$ cat config.mk
export PLATFORM = sky130hd
export DESIGN_NAME = linear_probe_hash_table_top
export DESIGN_NICKNAME = d
export VERILOG_FILES = /design/src/lph_pkg.sv /design/src/lph_ram.sv /design/src/lph_mod.sv /design/src/lph_dp.sv /design/src/lph_ctrl.sv /design/src/linear_probe_hash_table_top.sv
export SDC_FILE = /design/constraint.sdc
export NUM_CORES = 2
export LEC_CHECK = 0
export BUFFER_PORTS_ARGS = -buffer_cell sky130_fd_sc_hd__buf_2
export CAP_MARGIN = 20
export CORE_MARGIN = 2
export CORE_UTILIZATION = 54
export CTS_CLUSTER_SIZE = 8
export DETAILED_ROUTE_END_ITERATION = 6
export PLACE_DENSITY = 0.7
export SYNTH_ARGS = -nofsm -noshare
export SYNTH_HDL_FRONTEND = slang
export SYNTH_SLANG_ARGS = --single-unit
export TNS_END_PERCENT = 1
$ cat constraint.sdc
create_clock -name clock -period 12.2 [get_ports clock]
set_clock_uncertainty 0.15 [all_clocks]
set_input_delay 0 -clock clock [delete_from_list [all_inputs] [get_ports clock]]
set_output_delay 0 -clock clock [all_outputs]
set_load 0.1 [all_outputs]
$ cat src/lph_pkg.sv
// ----------------------------------------------------------------------------
// lph_pkg
// Shared types and codes of the linear probing hash table: command and
// status codes, the controller to datapath command word and the datapath
// status word.
// ----------------------------------------------------------------------------
`default_nettype none

package lph_pkg;

   localparam int KEY_W    = 31;
   localparam int CMD_W    = 2;
   localparam int STATUS_W = 2;
   localparam int VAL_W    = 6;
   localparam int SIZE_W   = 7;

   localparam logic [SIZE_W-1:0] SIZE_RESET = 7'd64;
   localparam logic [VAL_W-1:0]  MOVES_MAX  = 6'd63;

   localparam logic [CMD_W-1:0] CMD_INSERT = 2'd0;
   localparam logic [CMD_W-1:0] CMD_FIND   = 2'd1;
   localparam logic [CMD_W-1:0] CMD_DELETE = 2'd2;
   localparam logic [CMD_W-1:0] CMD_NONE   = 2'd3;

   localparam logic [STATUS_W-1:0] STS_OK      = 2'd0;
   localparam logic [STATUS_W-1:0] STS_PRESENT = 2'd1;
   localparam logic [STATUS_W-1:0] STS_ABSENT  = 2'd2;
   localparam logic [STATUS_W-1:0] STS_FULL    = 2'd3;

   typedef enum logic [1:0] {
      VSEL_ZERO,
      VSEL_POS,
      VSEL_MOVES
   } vsel_type;

   typedef struct packed {
      logic                clr_wr;
      logic                load;
      logic                div_start;
      logic                div_cur;
      logic                probe_init;
      logic                probe_next;
      logic                rd_cur;
      logic                wr_insert;
      logic                wr_free_pos;
      logic                walk_next;
      logic                cur_capture;
      logic                wr_move_gap;
      logic                wr_free_cur;
      logic                set_rsp;
      logic [STATUS_W-1:0] rsp_status;
      vsel_type            rsp_vsel;
   } dp_cmd_type;

   typedef struct packed {
      logic             clr_last;
      logic [CMD_W-1:0] command;
      logic             div_done;
      logic             used;
      logic             key_match;
      logic             cur_match;
      logic             probe_last;
      logic             pos_is_cur;
      logic             walk_end;
   } dp_sts_type;

endpackage

`default_nettype wire

$ cat src/lph_ram.sv
// ----------------------------------------------------------------------------
// lph_ram
// Generic single write port, single read port RAM with registered read.
// ----------------------------------------------------------------------------
`default_nettype none

module lph_ram #(
   parameter int WIDTH = 32,
   parameter int DEPTH = 64
) (
   input  wire logic                     clock,
   input  wire logic                     wr_en,
   input  wire logic [$clog2(DEPTH)-1:0] wr_addr,
   input  wire logic [WIDTH-1:0]         wr_data,
   input  wire logic [$clog2(DEPTH)-1:0] rd_addr,
   output logic      [WIDTH-1:0]         rd_data
);

   logic [WIDTH-1:0] mem [DEPTH];

   always_ff @(posedge clock) begin
      if (wr_en) begin
         mem[wr_addr] <= wr_data;
      end
      rd_data <= mem[rd_addr];
   end

endmodule

`default_nettype wire

$ cat src/lph_mod.sv
// ----------------------------------------------------------------------------
// lph_mod
// Serial remainder unit: key modulo the active table size, one key bit per
// cycle by restoring subtraction.
// ----------------------------------------------------------------------------
`default_nettype none

module lph_mod #(
   parameter int SLOTS = 64
) (
   input  wire logic                         clock,
   input  wire logic                         reset,
   input  wire logic                         start,
   input  wire logic [lph_pkg::KEY_W-1:0]    dividend,
   input  wire logic [$clog2(SLOTS+1)-1:0]   divisor,
   output logic                              done,
   output logic      [$clog2(SLOTS)-1:0]     remainder
);

   localparam int REM_W  = $clog2(SLOTS);
   localparam int DIVS_W = $clog2(SLOTS + 1);
   localparam int BCNT_W = $clog2(lph_pkg::KEY_W + 1);

   logic                      busy_ff, busy_in;
   logic [BCNT_W-1:0]         cnt_ff, cnt_in;
   logic [lph_pkg::KEY_W-1:0] dvd_ff, dvd_in;
   logic [REM_W-1:0]          rem_ff, rem_in;
   logic [REM_W:0]            shifted;
   logic [REM_W:0]            divs_ext;

   always_comb begin
      shifted  = {rem_ff, dvd_ff[lph_pkg::KEY_W-1]};
      divs_ext = (REM_W + 1)'(divisor);
      busy_in  = busy_ff;
      cnt_in   = cnt_ff;
      dvd_in   = dvd_ff;
      rem_in   = rem_ff;
      if (start) begin
         busy_in = 1'b1;
         cnt_in  = BCNT_W'(lph_pkg::KEY_W);
         dvd_in  = dividend;
         rem_in  = '0;
      end else if (busy_ff) begin
         if (cnt_ff == '0) begin
            busy_in = 1'b0;
         end else begin
            cnt_in = cnt_ff - BCNT_W'(1);
            dvd_in = {dvd_ff[lph_pkg::KEY_W-2:0], 1'b0};
            if (shifted >= divs_ext) begin
               rem_in = REM_W'(shifted - divs_ext);
            end else begin
               rem_in = REM_W'(shifted);
            end
         end
      end
   end

   always_ff @(posedge clock) begin
      if (reset) begin
         busy_ff <= 1'b0;
         cnt_ff  <= '0;
      end else begin
         busy_ff <= busy_in;
         cnt_ff  <= cnt_in;
      end
   end

   always_ff @(posedge clock) begin
      dvd_ff <= dvd_in;
      rem_ff <= rem_in;
   end

   assign done      = busy_ff && (cnt_ff == '0);
   assign remainder = rem_ff;

   a_rem_below_divisor: assert property (@(posedge clock) disable iff (reset)
      done |-> ((REM_W + 1)'(rem_ff) < (REM_W + 1)'(divisor)))
      else $error("remainder not below divisor");

endmodule

`default_nettype wire

$ cat src/lph_dp.sv
// ----------------------------------------------------------------------------
// lph_dp
// Datapath: size register, request and walk registers, slot RAM holding
// {used, key} per slot, remainder unit and response registers.
// ----------------------------------------------------------------------------
`default_nettype none

module lph_dp #(
   parameter int SLOTS = 64
) (
   input  wire logic                            clock,
   input  wire logic                            reset,
   input  wire logic                            csr_wr_en,
   input  wire logic [lph_pkg::SIZE_W-1:0]      csr_wr_data,
   input  wire logic [lph_pkg::CMD_W-1:0]       req_command,
   input  wire logic [lph_pkg::KEY_W-1:0]       req_key,
   input  wire lph_pkg::dp_cmd_type             cmd,
   output lph_pkg::dp_sts_type                  sts,
   output logic      [lph_pkg::STATUS_W-1:0]    rsp_status,
   output logic      [lph_pkg::VAL_W-1:0]       rsp_value
);

   localparam int IDX_W  = $clog2(SLOTS);
   localparam int CNT_W  = $clog2(SLOTS + 1);
   localparam int CMP_W  = (CNT_W > lph_pkg::SIZE_W) ? CNT_W : lph_pkg::SIZE_W;
   localparam int KEY_W  = lph_pkg::KEY_W;
   localparam int WORD_W = KEY_W + 1;

   logic [lph_pkg::SIZE_W-1:0]   size_ff, size_in;
   logic [IDX_W-1:0]             clr_addr_ff, clr_addr_in;
   logic [lph_pkg::CMD_W-1:0]    command_ff, command_in;
   logic [KEY_W-1:0]             key_ff, key_in;
   logic [CNT_W-1:0]             n_ff, n_in;
   logic [IDX_W-1:0]             pos_ff, pos_in;
   logic [CNT_W-1:0]             cnt_ff, cnt_in;
   logic [IDX_W-1:0]             gap_ff, gap_in;
   logic [IDX_W-1:0]             cur_ff, cur_in;
   logic [CNT_W:0]               step_ff, step_in;
   logic [lph_pkg::VAL_W-1:0]    moves_ff, moves_in;
   logic [KEY_W-1:0]             cur_key_ff, cur_key_in;
   logic [lph_pkg::STATUS_W-1:0] rsp_status_ff, rsp_status_in;
   logic [lph_pkg::VAL_W-1:0]    rsp_value_ff, rsp_value_in;

   logic [CNT_W-1:0]  n_act;
   logic [CNT_W-1:0]  pos_plus, cur_plus;
   logic [IDX_W-1:0]  pos_wrap, cur_wrap;
   logic              wr_en;
   logic [IDX_W-1:0]  wr_addr, rd_addr;
   logic [WORD_W-1:0] wr_data, rd_word;
   logic [KEY_W-1:0]  rd_key;
   logic [KEY_W-1:0]  dividend;
   logic              div_done;
   logic [IDX_W-1:0]  home;

   lph_ram #(
      .WIDTH (WORD_W),
      .DEPTH (SLOTS)
   ) u_ram (
      .clock   (clock),
      .wr_en   (wr_en),
      .wr_addr (wr_addr),
      .wr_data (wr_data),
      .rd_addr (rd_addr),
      .rd_data (rd_word)
   );

   lph_mod #(
      .SLOTS (SLOTS)
   ) u_mod (
      .clock     (clock),
      .reset     (reset),
      .start     (cmd.div_start),
      .dividend  (dividend),
      .divisor   (n_ff),
      .done      (div_done),
      .remainder (home)
   );

   assign rd_key   = rd_word[KEY_W-1:0];
   assign dividend = cmd.div_cur ? rd_key : key_ff;
   assign rd_addr  = cmd.rd_cur ? cur_ff : pos_ff;

   always_comb begin
      if (size_ff == '0) begin
         n_act = CNT_W'(1);
      end else if (CMP_W'(size_ff) > CMP_W'(SLOTS)) begin
         n_act = CNT_W'(SLOTS);
      end else begin
         n_act = CNT_W'(size_ff);
      end
      pos_plus = CNT_W'(pos_ff) + CNT_W'(1);
      cur_plus = CNT_W'(cur_ff) + CNT_W'(1);
      pos_wrap = (pos_plus == n_ff) ? '0 : pos_plus[IDX_W-1:0];
      cur_wrap = (cur_plus == n_ff) ? '0 : cur_plus[IDX_W-1:0];
   end

   always_comb begin
      wr_en   = 1'b0;
      wr_addr = pos_ff;
      wr_data = '0;
      if (cmd.clr_wr) begin
         wr_en   = 1'b1;
         wr_addr = clr_addr_ff;
      end else if (cmd.wr_insert) begin
         wr_en   = 1'b1;
         wr_data = {1'b1, key_ff};
      end else if (cmd.wr_free_pos) begin
         wr_en   = 1'b1;
      end else if (cmd.wr_move_gap) begin
         wr_en   = 1'b1;
         wr_addr = gap_ff;
         wr_data = {1'b1, cur_key_ff};
      end else if (cmd.wr_free_cur) begin
         wr_en   = 1'b1;
         wr_addr = cur_ff;
      end
   end

   always_comb begin
      size_in       = csr_wr_en ? csr_wr_data : size_ff;
      clr_addr_in   = cmd.clr_wr ? (clr_addr_ff + IDX_W'(1)) : clr_addr_ff;
      command_in    = cmd.load ? req_command : command_ff;
      key_in        = cmd.load ? req_key : key_ff;
      n_in          = cmd.load ? n_act : n_ff;
      cur_key_in    = cmd.cur_capture ? rd_key : cur_key_ff;
      pos_in        = pos_ff;
      cnt_in        = cnt_ff;
      gap_in        = gap_ff;
      cur_in        = cur_ff;
      step_in       = step_ff;
      moves_in      = moves_ff;
      rsp_status_in = rsp_status_ff;
      rsp_value_in  = rsp_value_ff;
      if (cmd.probe_init) begin
         pos_in = home;
         cnt_in = '0;
      end else if (cmd.probe_next) begin
         pos_in = pos_wrap;
         cnt_in = cnt_ff + CNT_W'(1);
      end
      if (cmd.wr_free_pos) begin
         gap_in   = pos_ff;
         cur_in   = pos_ff;
         step_in  = '0;
         moves_in = '0;
      end else if (cmd.walk_next) begin
         cur_in  = cur_wrap;
         step_in = step_ff + (CNT_W + 1)'(1);
      end else if (cmd.wr_free_cur) begin
         gap_in = cur_ff;
         if (moves_ff != lph_pkg::MOVES_MAX) begin
            moves_in = moves_ff + lph_pkg::VAL_W'(1);
         end
      end
      if (cmd.set_rsp) begin
         rsp_status_in = cmd.rsp_status;
         case (cmd.rsp_vsel)
            lph_pkg::VSEL_POS:   rsp_value_in = lph_pkg::VAL_W'(pos_ff);
            lph_pkg::VSEL_MOVES: rsp_value_in = moves_ff;
            default:             rsp_value_in = '0;
         endcase
      end
   end

   always_ff @(posedge clock) begin
      if (reset) begin
         size_ff     <= lph_pkg::SIZE_RESET;
         clr_addr_ff <= '0;
      end else begin
         size_ff     <= size_in;
         clr_addr_ff <= clr_addr_in;
      end
   end

   always_ff @(posedge clock) begin
      command_ff    <= command_in;
      key_ff        <= key_in;
      n_ff          <= n_in;
      pos_ff        <= pos_in;
      cnt_ff        <= cnt_in;
      gap_ff        <= gap_in;
      cur_ff        <= cur_in;
      step_ff       <= step_in;
      moves_ff      <= moves_in;
      cur_key_ff    <= cur_key_in;
      rsp_status_ff <= rsp_status_in;
      rsp_value_ff  <= rsp_value_in;
   end

   always_comb begin
      sts.clr_last   = (clr_addr_ff == IDX_W'(SLOTS - 1));
      sts.command    = command_ff;
      sts.div_done   = div_done;
      sts.used       = rd_word[KEY_W];
      sts.key_match  = (rd_key == key_ff);
      sts.cur_match  = (rd_key == cur_key_ff);
      sts.probe_last = ((cnt_ff + CNT_W'(1)) == n_ff);
      sts.pos_is_cur = (pos_ff == cur_ff);
      sts.walk_end   = (step_ff == {n_ff, 1'b0});
   end

   assign rsp_status = rsp_status_ff;
   assign rsp_value  = rsp_value_ff;

endmodule

`default_nettype wire

$ cat src/lph_ctrl.sv
// ----------------------------------------------------------------------------
// lph_ctrl
// Controller: clearing pass, probe sequencing, backward shift walk after a
// delete, and the response handshake.
// ----------------------------------------------------------------------------
`default_nettype none

module lph_ctrl (
   input  wire logic                clock,
   input  wire logic                reset,
   input  wire logic                req_valid,
   output logic                     req_stall,
   output logic                     rsp_valid,
   input  wire logic                rsp_stall,
   input  wire lph_pkg::dp_sts_type sts,
   output lph_pkg::dp_cmd_type      cmd
);

   typedef enum logic [3:0] {
      ST_CLEAR,
      ST_IDLE,
      ST_DISPATCH,
      ST_DIV_KEY,
      ST_PRB_RD,
      ST_PRB_CHK,
      ST_WALK,
      ST_WALK_RD,
      ST_WALK_CHK,
      ST_DIV_CUR,
      ST_IP_RD,
      ST_IP_CHK,
      ST_MOVE_GAP,
      ST_MOVE_CUR,
      ST_FINISH
   } state_type;

   state_type                    state_ff, state_in;
   logic                         rsp_valid_ff, rsp_valid_in;
   logic [lph_pkg::STATUS_W-1:0] res_status_ff, res_status_in;
   lph_pkg::vsel_type            res_vsel_ff, res_vsel_in;

   always_comb begin
      cmd           = '0;
      state_in      = state_ff;
      rsp_valid_in  = rsp_valid_ff && rsp_stall;
      res_status_in = res_status_ff;
      res_vsel_in   = res_vsel_ff;
      unique case (state_ff)
         ST_CLEAR: begin
            cmd.clr_wr = 1'b1;
            if (sts.clr_last) begin
               state_in = ST_IDLE;
            end
         end
         ST_IDLE: begin
            if (req_valid) begin
               cmd.load = 1'b1;
               state_in = ST_DISPATCH;
            end
         end
         ST_DISPATCH: begin
            if (sts.command == lph_pkg::CMD_NONE) begin
               res_status_in = lph_pkg::STS_OK;
               res_vsel_in   = lph_pkg::VSEL_ZERO;
               state_in      = ST_FINISH;
            end else begin
               cmd.div_start = 1'b1;
               state_in      = ST_DIV_KEY;
            end
         end
         ST_DIV_KEY: begin
            if (sts.div_done) begin
               cmd.probe_init = 1'b1;
               state_in       = ST_PRB_RD;
            end
         end
         ST_PRB_RD: begin
            state_in = ST_PRB_CHK;
         end
         ST_PRB_CHK: begin
            if (!sts.used) begin
               if (sts.command == lph_pkg::CMD_INSERT) begin
                  cmd.wr_insert = 1'b1;
                  res_status_in = lph_pkg::STS_OK;
                  res_vsel_in   = lph_pkg::VSEL_POS;
               end else begin
                  res_status_in = lph_pkg::STS_ABSENT;
                  res_vsel_in   = lph_pkg::VSEL_ZERO;
               end
               state_in = ST_FINISH;
            end else if (sts.key_match) begin
               if (sts.command == lph_pkg::CMD_DELETE) begin
                  cmd.wr_free_pos = 1'b1;
                  state_in        = ST_WALK;
               end else begin
                  res_status_in = (sts.command == lph_pkg::CMD_INSERT) ?
                                  lph_pkg::STS_PRESENT : lph_pkg::STS_OK;
                  res_vsel_in   = lph_pkg::VSEL_POS;
                  state_in      = ST_FINISH;
               end
            end else if (sts.probe_last) begin
               res_status_in = (sts.command == lph_pkg::CMD_INSERT) ?
                               lph_pkg::STS_FULL : lph_pkg::STS_ABSENT;
               res_vsel_in   = lph_pkg::VSEL_ZERO;
               state_in      = ST_FINISH;
            end else begin
               cmd.probe_next = 1'b1;
               state_in       = ST_PRB_RD;
            end
         end
         ST_WALK: begin
            if (sts.walk_end) begin
               res_status_in = lph_pkg::STS_OK;
               res_vsel_in   = lph_pkg::VSEL_MOVES;
               state_in      = ST_FINISH;
            end else begin
               cmd.walk_next = 1'b1;
               state_in      = ST_WALK_RD;
            end
         end
         ST_WALK_RD: begin
            cmd.rd_cur = 1'b1;
            state_in   = ST_WALK_CHK;
         end
         ST_WALK_CHK: begin
            if (!sts.used) begin
               res_status_in = lph_pkg::STS_OK;
               res_vsel_in   = lph_pkg::VSEL_MOVES;
               state_in      = ST_FINISH;
            end else begin
               cmd.cur_capture = 1'b1;
               cmd.div_start   = 1'b1;
               cmd.div_cur     = 1'b1;
               state_in        = ST_DIV_CUR;
            end
         end
         ST_DIV_CUR: begin
            if (sts.div_done) begin
               cmd.probe_init = 1'b1;
               state_in       = ST_IP_RD;
            end
         end
         ST_IP_RD: begin
            state_in = ST_IP_CHK;
         end
         ST_IP_CHK: begin
            if (!sts.used || sts.cur_match || sts.probe_last) begin
               if (sts.used && sts.cur_match && sts.pos_is_cur) begin
                  state_in = ST_WALK;
               end else begin
                  state_in = ST_MOVE_GAP;
               end
            end else begin
               cmd.probe_next = 1'b1;
               state_in       = ST_IP_RD;
            end
         end
         ST_MOVE_GAP: begin
            cmd.wr_move_gap = 1'b1;
            state_in        = ST_MOVE_CUR;
         end
         ST_MOVE_CUR: begin
            cmd.wr_free_cur = 1'b1;
            state_in        = ST_WALK;
         end
         ST_FINISH: begin
            if (!rsp_valid_ff || !rsp_stall) begin
               cmd.set_rsp    = 1'b1;
               cmd.rsp_status = res_status_ff;
               cmd.rsp_vsel   = res_vsel_ff;
               rsp_valid_in   = 1'b1;
               state_in       = ST_IDLE;
            end
         end
         default: begin
            state_in = ST_CLEAR;
         end
      endcase
   end

   always_ff @(posedge clock) begin
      if (reset) begin
         state_ff      <= ST_CLEAR;
         rsp_valid_ff  <= 1'b0;
         res_status_ff <= lph_pkg::STS_OK;
         res_vsel_ff   <= lph_pkg::VSEL_ZERO;
      end else begin
         state_ff      <= state_in;
         rsp_valid_ff  <= rsp_valid_in;
         res_status_ff <= res_status_in;
         res_vsel_ff   <= res_vsel_in;
      end
   end

   assign req_stall = (state_ff != ST_IDLE);
   assign rsp_valid = rsp_valid_ff;

   a_rsp_from_finish: assert property (@(posedge clock) disable iff (reset)
      $rose(rsp_valid_ff) |-> $past(state_ff == ST_FINISH))
      else $error("response raised outside finish");

   a_div_done_expected: assert property (@(posedge clock) disable iff (reset)
      sts.div_done |-> (state_ff == ST_DIV_KEY || state_ff == ST_DIV_CUR))
      else $error("remainder done while not waiting for it");

   a_no_rsp_in_clear: assert property (@(posedge clock) disable iff (reset)
      (state_ff == ST_CLEAR) |-> !rsp_valid_ff)
      else $error("response during clearing pass");

endmodule

`default_nettype wire

$ cat src/linear_probe_hash_table_top.sv
// ----------------------------------------------------------------------------
// linear_probe_hash_table_top
// Open-addressed hash table of 31-bit keys with linear probing and
// backward shift delete.
//
// Request channel (req_): command and key, taken when req_valid is high
// and req_stall is low. Response channel (rsp_): status and value, one word
// per request, held while rsp_stall is high. The csr_ port writes the
// table size; write it only while the block is idle.
// After reset a clearing pass empties the slot RAM; req_stall stays high
// during it. The block works on one request at a time.
// An insert or find passes through a dispatch step, a bit-serial remainder
// of the key, a registered RAM read and check for each probed slot, and a
// finish step that raises rsp_valid. A delete then walks the cluster: each
// entry is re-probed from its home slot and moved into the gap where
// needed. Once the response is raised the block is idle again and takes
// the next request.
// A new request is taken while the previous response still waits; the
// finished response then waits in the controller until rsp_stall drops.
// ----------------------------------------------------------------------------
`default_nettype none

module linear_probe_hash_table_top #(
   parameter int SLOTS = 64
) (
   input  wire logic                         clock,
   input  wire logic                         reset,
   input  wire logic                         csr_wr_en,
   input  wire logic [lph_pkg::SIZE_W-1:0]   csr_wr_data,
   input  wire logic                         req_valid,
   output logic                              req_stall,
   input  wire logic [lph_pkg::CMD_W-1:0]    req_command,
   input  wire logic [lph_pkg::KEY_W-1:0]    req_key,
   output logic                              rsp_valid,
   input  wire logic                         rsp_stall,
   output logic      [lph_pkg::STATUS_W-1:0] rsp_status,
   output logic      [lph_pkg::VAL_W-1:0]    rsp_value
);

   lph_pkg::dp_cmd_type cmd;
   lph_pkg::dp_sts_type sts;

   lph_dp #(
      .SLOTS (SLOTS)
   ) u_dp (
      .clock       (clock),
      .reset       (reset),
      .csr_wr_en   (csr_wr_en),
      .csr_wr_data (csr_wr_data),
      .req_command (req_command),
      .req_key     (req_key),
      .cmd         (cmd),
      .sts         (sts),
      .rsp_status  (rsp_status),
      .rsp_value   (rsp_value)
   );

   lph_ctrl u_ctrl (
      .clock     (clock),
      .reset     (reset),
      .req_valid (req_valid),
      .req_stall (req_stall),
      .rsp_valid (rsp_valid),
      .rsp_stall (rsp_stall),
      .sts       (sts),
      .cmd       (cmd)
   );

endmodule

`default_nettype wire
==> metrics.yaml <==
floorplan:
  row_count: 148
  initial_utilization_pct: 54.4
  die_area_mm2: 0.167
  die_y_um: 409
  core_mm2: 0.163
  die_w_um: 409
  io-pin-count: 55
logic_synthesis:
  synthAdderAreaFrac_pct: 0.249
  yosysTopAreaCellShare_pct: 73.9
  synth_ff_type: "edfxtp_1"
  synth_compound_area_share_pct: 3.88
  synth_top_cell_by_area: "edfxtp_1"
  synthTopCellsByArea: "edfxtp_1, mux4_2, nand2_1"
  synth_most_common_cell: "edfxtp_1"
  synthCells: 4864
  synth_edf_count: 2176
  synth_mux_area_share_pct: 10.8
  syn_avg_cell_area_um2: 18.2
  synth_xor_area_share_pct: 1.24
  yosys.area_share.simple_pct: 6.31
  ys_types: 71
  ys_seq_area_share_pct: 75.9
  synth_area_mm2: 0.0884
  synth_top_cells_by_count: "edfxtp_1, nand2_1, mux4_2"
  yosys_warnings: 0
  synth_top_family_by_area: "multiplexers"
  synth_nets: 4926
  ys_seq_elements: 2263
  async_flop_share_pct: 0
critical_path:
  r2r_cells: 9
  critical_path.top_delay_family: "multiplexers"
  max_stage_delay_ns: 0.98
  crit_arrival_ns: 7.14
  crit_chain: "nand4b_4 > mux2i_4 > buf_12 > buf_12 > mux4_2 > a22oi_1 > nand2_1 > a221oi_1 > nand3_1"
  path_class: "register to register"
  crit_path_end_kind: "register"
  cpMostUsedCell: "buf_12"
  worstReg2RegStart: "u_ctrl.state_ff[0]$_SDFFE_PP0P_"
  cp-start-kind: "register"
  reg2reg_to: "u_dp.u_ram.rd_data[14]$_DFF_P_"
  r2r_setup_slack_ns: 5.51
  worstPathRequired_ns: 12.65
  crit_buf_inv: 2
  critPathMaxFanout: 112
  crit_path_top_delay_cell: "mux2i_4"
status:
  violations: "DRC"
  status: "complete, but fails checks"
drt:
  viasPerCell: 6.78
  wl_per_cell_um: 33.7
  drtPass1Iterations: 7
  drc: 1
  vias: 50700
  wl_um: 252000
  drt_iter0_markers: 8101
  ant_nets: 0
clocking:
  cts_tree: "yes"
  clk_latency_ns: 0.92
  cts_buffers: 332
  cts.sinks: 2263
  clk_pin_slew_worst_paths_ns: 0.05
  htreeDepth: 5
  clk_path_buf_depth: 4
  post_cts_buffers: 0
  cts_root_buf: "clkbuf_16"
global_routing:
  grt_usage_pct: 30.0
  grt_overflow_total: 0
  antenna_found_initial: 15
  grt_max_degree: 125
  grt_pass1_wl_um: 357000
  grt_pass1_vias: 49200
timing:
  tns_ns: 0
  setup_viol: 0
  rsz0062_at_grt: "no"
  worst_slew_pin_slew_ns: 1.46
  holdWs_ns: 0.0823
  fin_ws_ns: 5.51
  finalCritPeriodShare_pct: 54.8
  final_hold_viol_count: 0
  slew_violations: 0
  fmax_mhz: 149
  relSlewSlack_pct: 2.88
  finalCriticalPeriod_ns: 6.69
job:
  maxCapViolCount: 0
place:
  place_ws_ns: 5.44
  io_buffers: 54
  gp_congestion: 0.902
  dp.final_hpwl_um: 133000
min_path:
  hp-start: "req_valid"
  hold-path-endpoint: "u_ctrl.state_ff[1]$_SDFFE_PP0P_"
  hold_class: "input port to register"
  whs_path_depth: 7
cells_and_area:
  nFillCells: 11000
  post-route-util_pct: 62.8
  drive_gt1_share_pct: 21.0
  fin_nets: 5303
  area_growth_pct: 15.6
power_and_ir_drop:
  p_leak_nw: 30.0
  total_power_w: 0.0185
  vdd_ir_drop_max_mv: 0.232
  p_per_area_mw_per_mm2: 181
sequential cells by signal, summed over array words and instances (netlist names), 4 cells and up:
| signal | count |
|---|---|
| u_dp.u_ram.rd_data | 32 |
| u_dp.moves_ff | 6 |
| u_dp.u_mod.remainder | 6 |
| u_dp.cur_key_ff | 31 |
| u_dp.n_ff | 7 |
| u_dp.u_ram.mem | 2048 |
| u_dp.pos_ff | 6 |
| u_dp.size_ff | 7 |
| u_dp.cnt_ff | 7 |
| u_dp.u_mod.dvd_ff | 31 |
| u_dp.step_ff | 8 |
| u_dp.clr_addr_ff | 6 |
| u_dp.rsp_value | 6 |
| u_dp.gap_ff | 6 |
| u_dp.u_mod.cnt_ff | 5 |
| u_ctrl.state_ff | 4 |
| u_dp.cur_ff | 6 |
| u_dp.key_ff | 31 |
cells in the final DEF, fill, tap and decap left out, types with 25 or more instances in the layout:
cell / instances
a21oi_1: 39
a22o_2: 31
a22oi_1: 120
a32oi_1: 25
buf_12: 26
buf_2: 54
buf_4: 149
clkbuf_1: 45
clkbuf_16: 342
dfxtp_1: 87
dlygate4sd3_1: 103
edfxtp_1: 2176
inv_1: 28
mux2i_1: 72
mux4_2: 383
nand2_1: 577
nand3_1: 264
nand4_1: 68
nor2_1: 80
nor4_2: 50
o2111ai_1: 88
o21ai_0: 67
xnor2_1: 66
xor2_1: 59
report_power, final:
group | switching, W | internal, W | leakage [nW]
Combinational | 0.000995 | 0.000304 | 8.53
Sequential | 0.000161 | 0.00905 | 17.1
Clock | 0.00304 | 0.00492 | 4.29
Total | 0.00419 | 0.0143 | 30.0
worst min-delay path: cells and delay by family:
kind	cells	cell delay [ns]
AOI/OAI and AO/OA	2	0.13
buffers and inverters	2	0.66
and+or+nand+nor	3	0.30
worst max-delay path by stage:
stage | startpoint | depth (start not counted) | endpoint
2_1_floorplan | u_ctrl.state_ff[2]$_SDFFE_PP0P_ | 11 | u_dp.u_ram.mem[63][0]$_DFFE_PP_
3_3_place_gp | u_ctrl.state_ff[0]$_SDFFE_PP0P_ | 9 | u_dp.u_ram.rd_data[21]$_DFF_P_
3_5_place_dp | u_ctrl.state_ff[0]$_SDFFE_PP0P_ | 9 | u_dp.u_ram.rd_data[21]$_DFF_P_
4_1_cts | u_ctrl.state_ff[0]$_SDFFE_PP0P_ | 9 | u_dp.u_ram.rd_data[21]$_DFF_P_
5_1_grt | u_ctrl.state_ff[0]$_SDFFE_PP0P_ | 9 | u_dp.u_ram.rd_data[14]$_DFF_P_
6_report | u_ctrl.state_ff[0]$_SDFFE_PP0P_ | 9 | u_dp.u_ram.rd_data[14]$_DFF_P_
cell type report:
class / instances / area, um^2 / area share [%]
Antenna cell: 3 / 7.51 / 0.00735
Clock buffer: 387 / 8730 / 8.54
Clock inverter: 4 / 42.5 / 0.0416
Inverter: 28 / 105 / 0.103
Multi-Input combinational cell: 2281 / 20500 / 20.0
Sequential cell: 2263 / 67100 / 65.7
Tap cell: 2175 / 2720 / 2.66
Timing Repair Buffer: 335 / 3010 / 2.94
layer usage:
layer | wire, um | vias up | track usage (%)
li1 | - | 20300 | -
met1 | 90500 | 25900 | 41.6
met2 | 118000 | 3906 | 46.7
met3 | 33200 | 580 | 7.35
met4 | 9420 | 14 | 11.2
met5 | 103 | - | 0
timing repair:
item / 4_1_cts / 5_1_grt
endpoints found under the hold margin: 117 / 0
hold buffers: 103 / 0
gates resized for setup: 0 / 0
cell families (layout without fill, tap and decap cells):
kind of cell,count (synthesis),in the layout
flops,2263,2263
simple gates,1206,1206
mux,470,470
compound gates,463,463
buf+inv,320,754
xor+xnor,125,125
fa+ha+maj,17,17
other cells,0,3
stage by stage:
step                cells  instance area [um^2]
floorplan            4864                 88400
finish               7476                102000
global route         7473                102000
global placement     6955                 91900
detailed placement   6959                 91900
CTS                  7453                102000
Note: power is estimated with default switching activity, not from simulation.
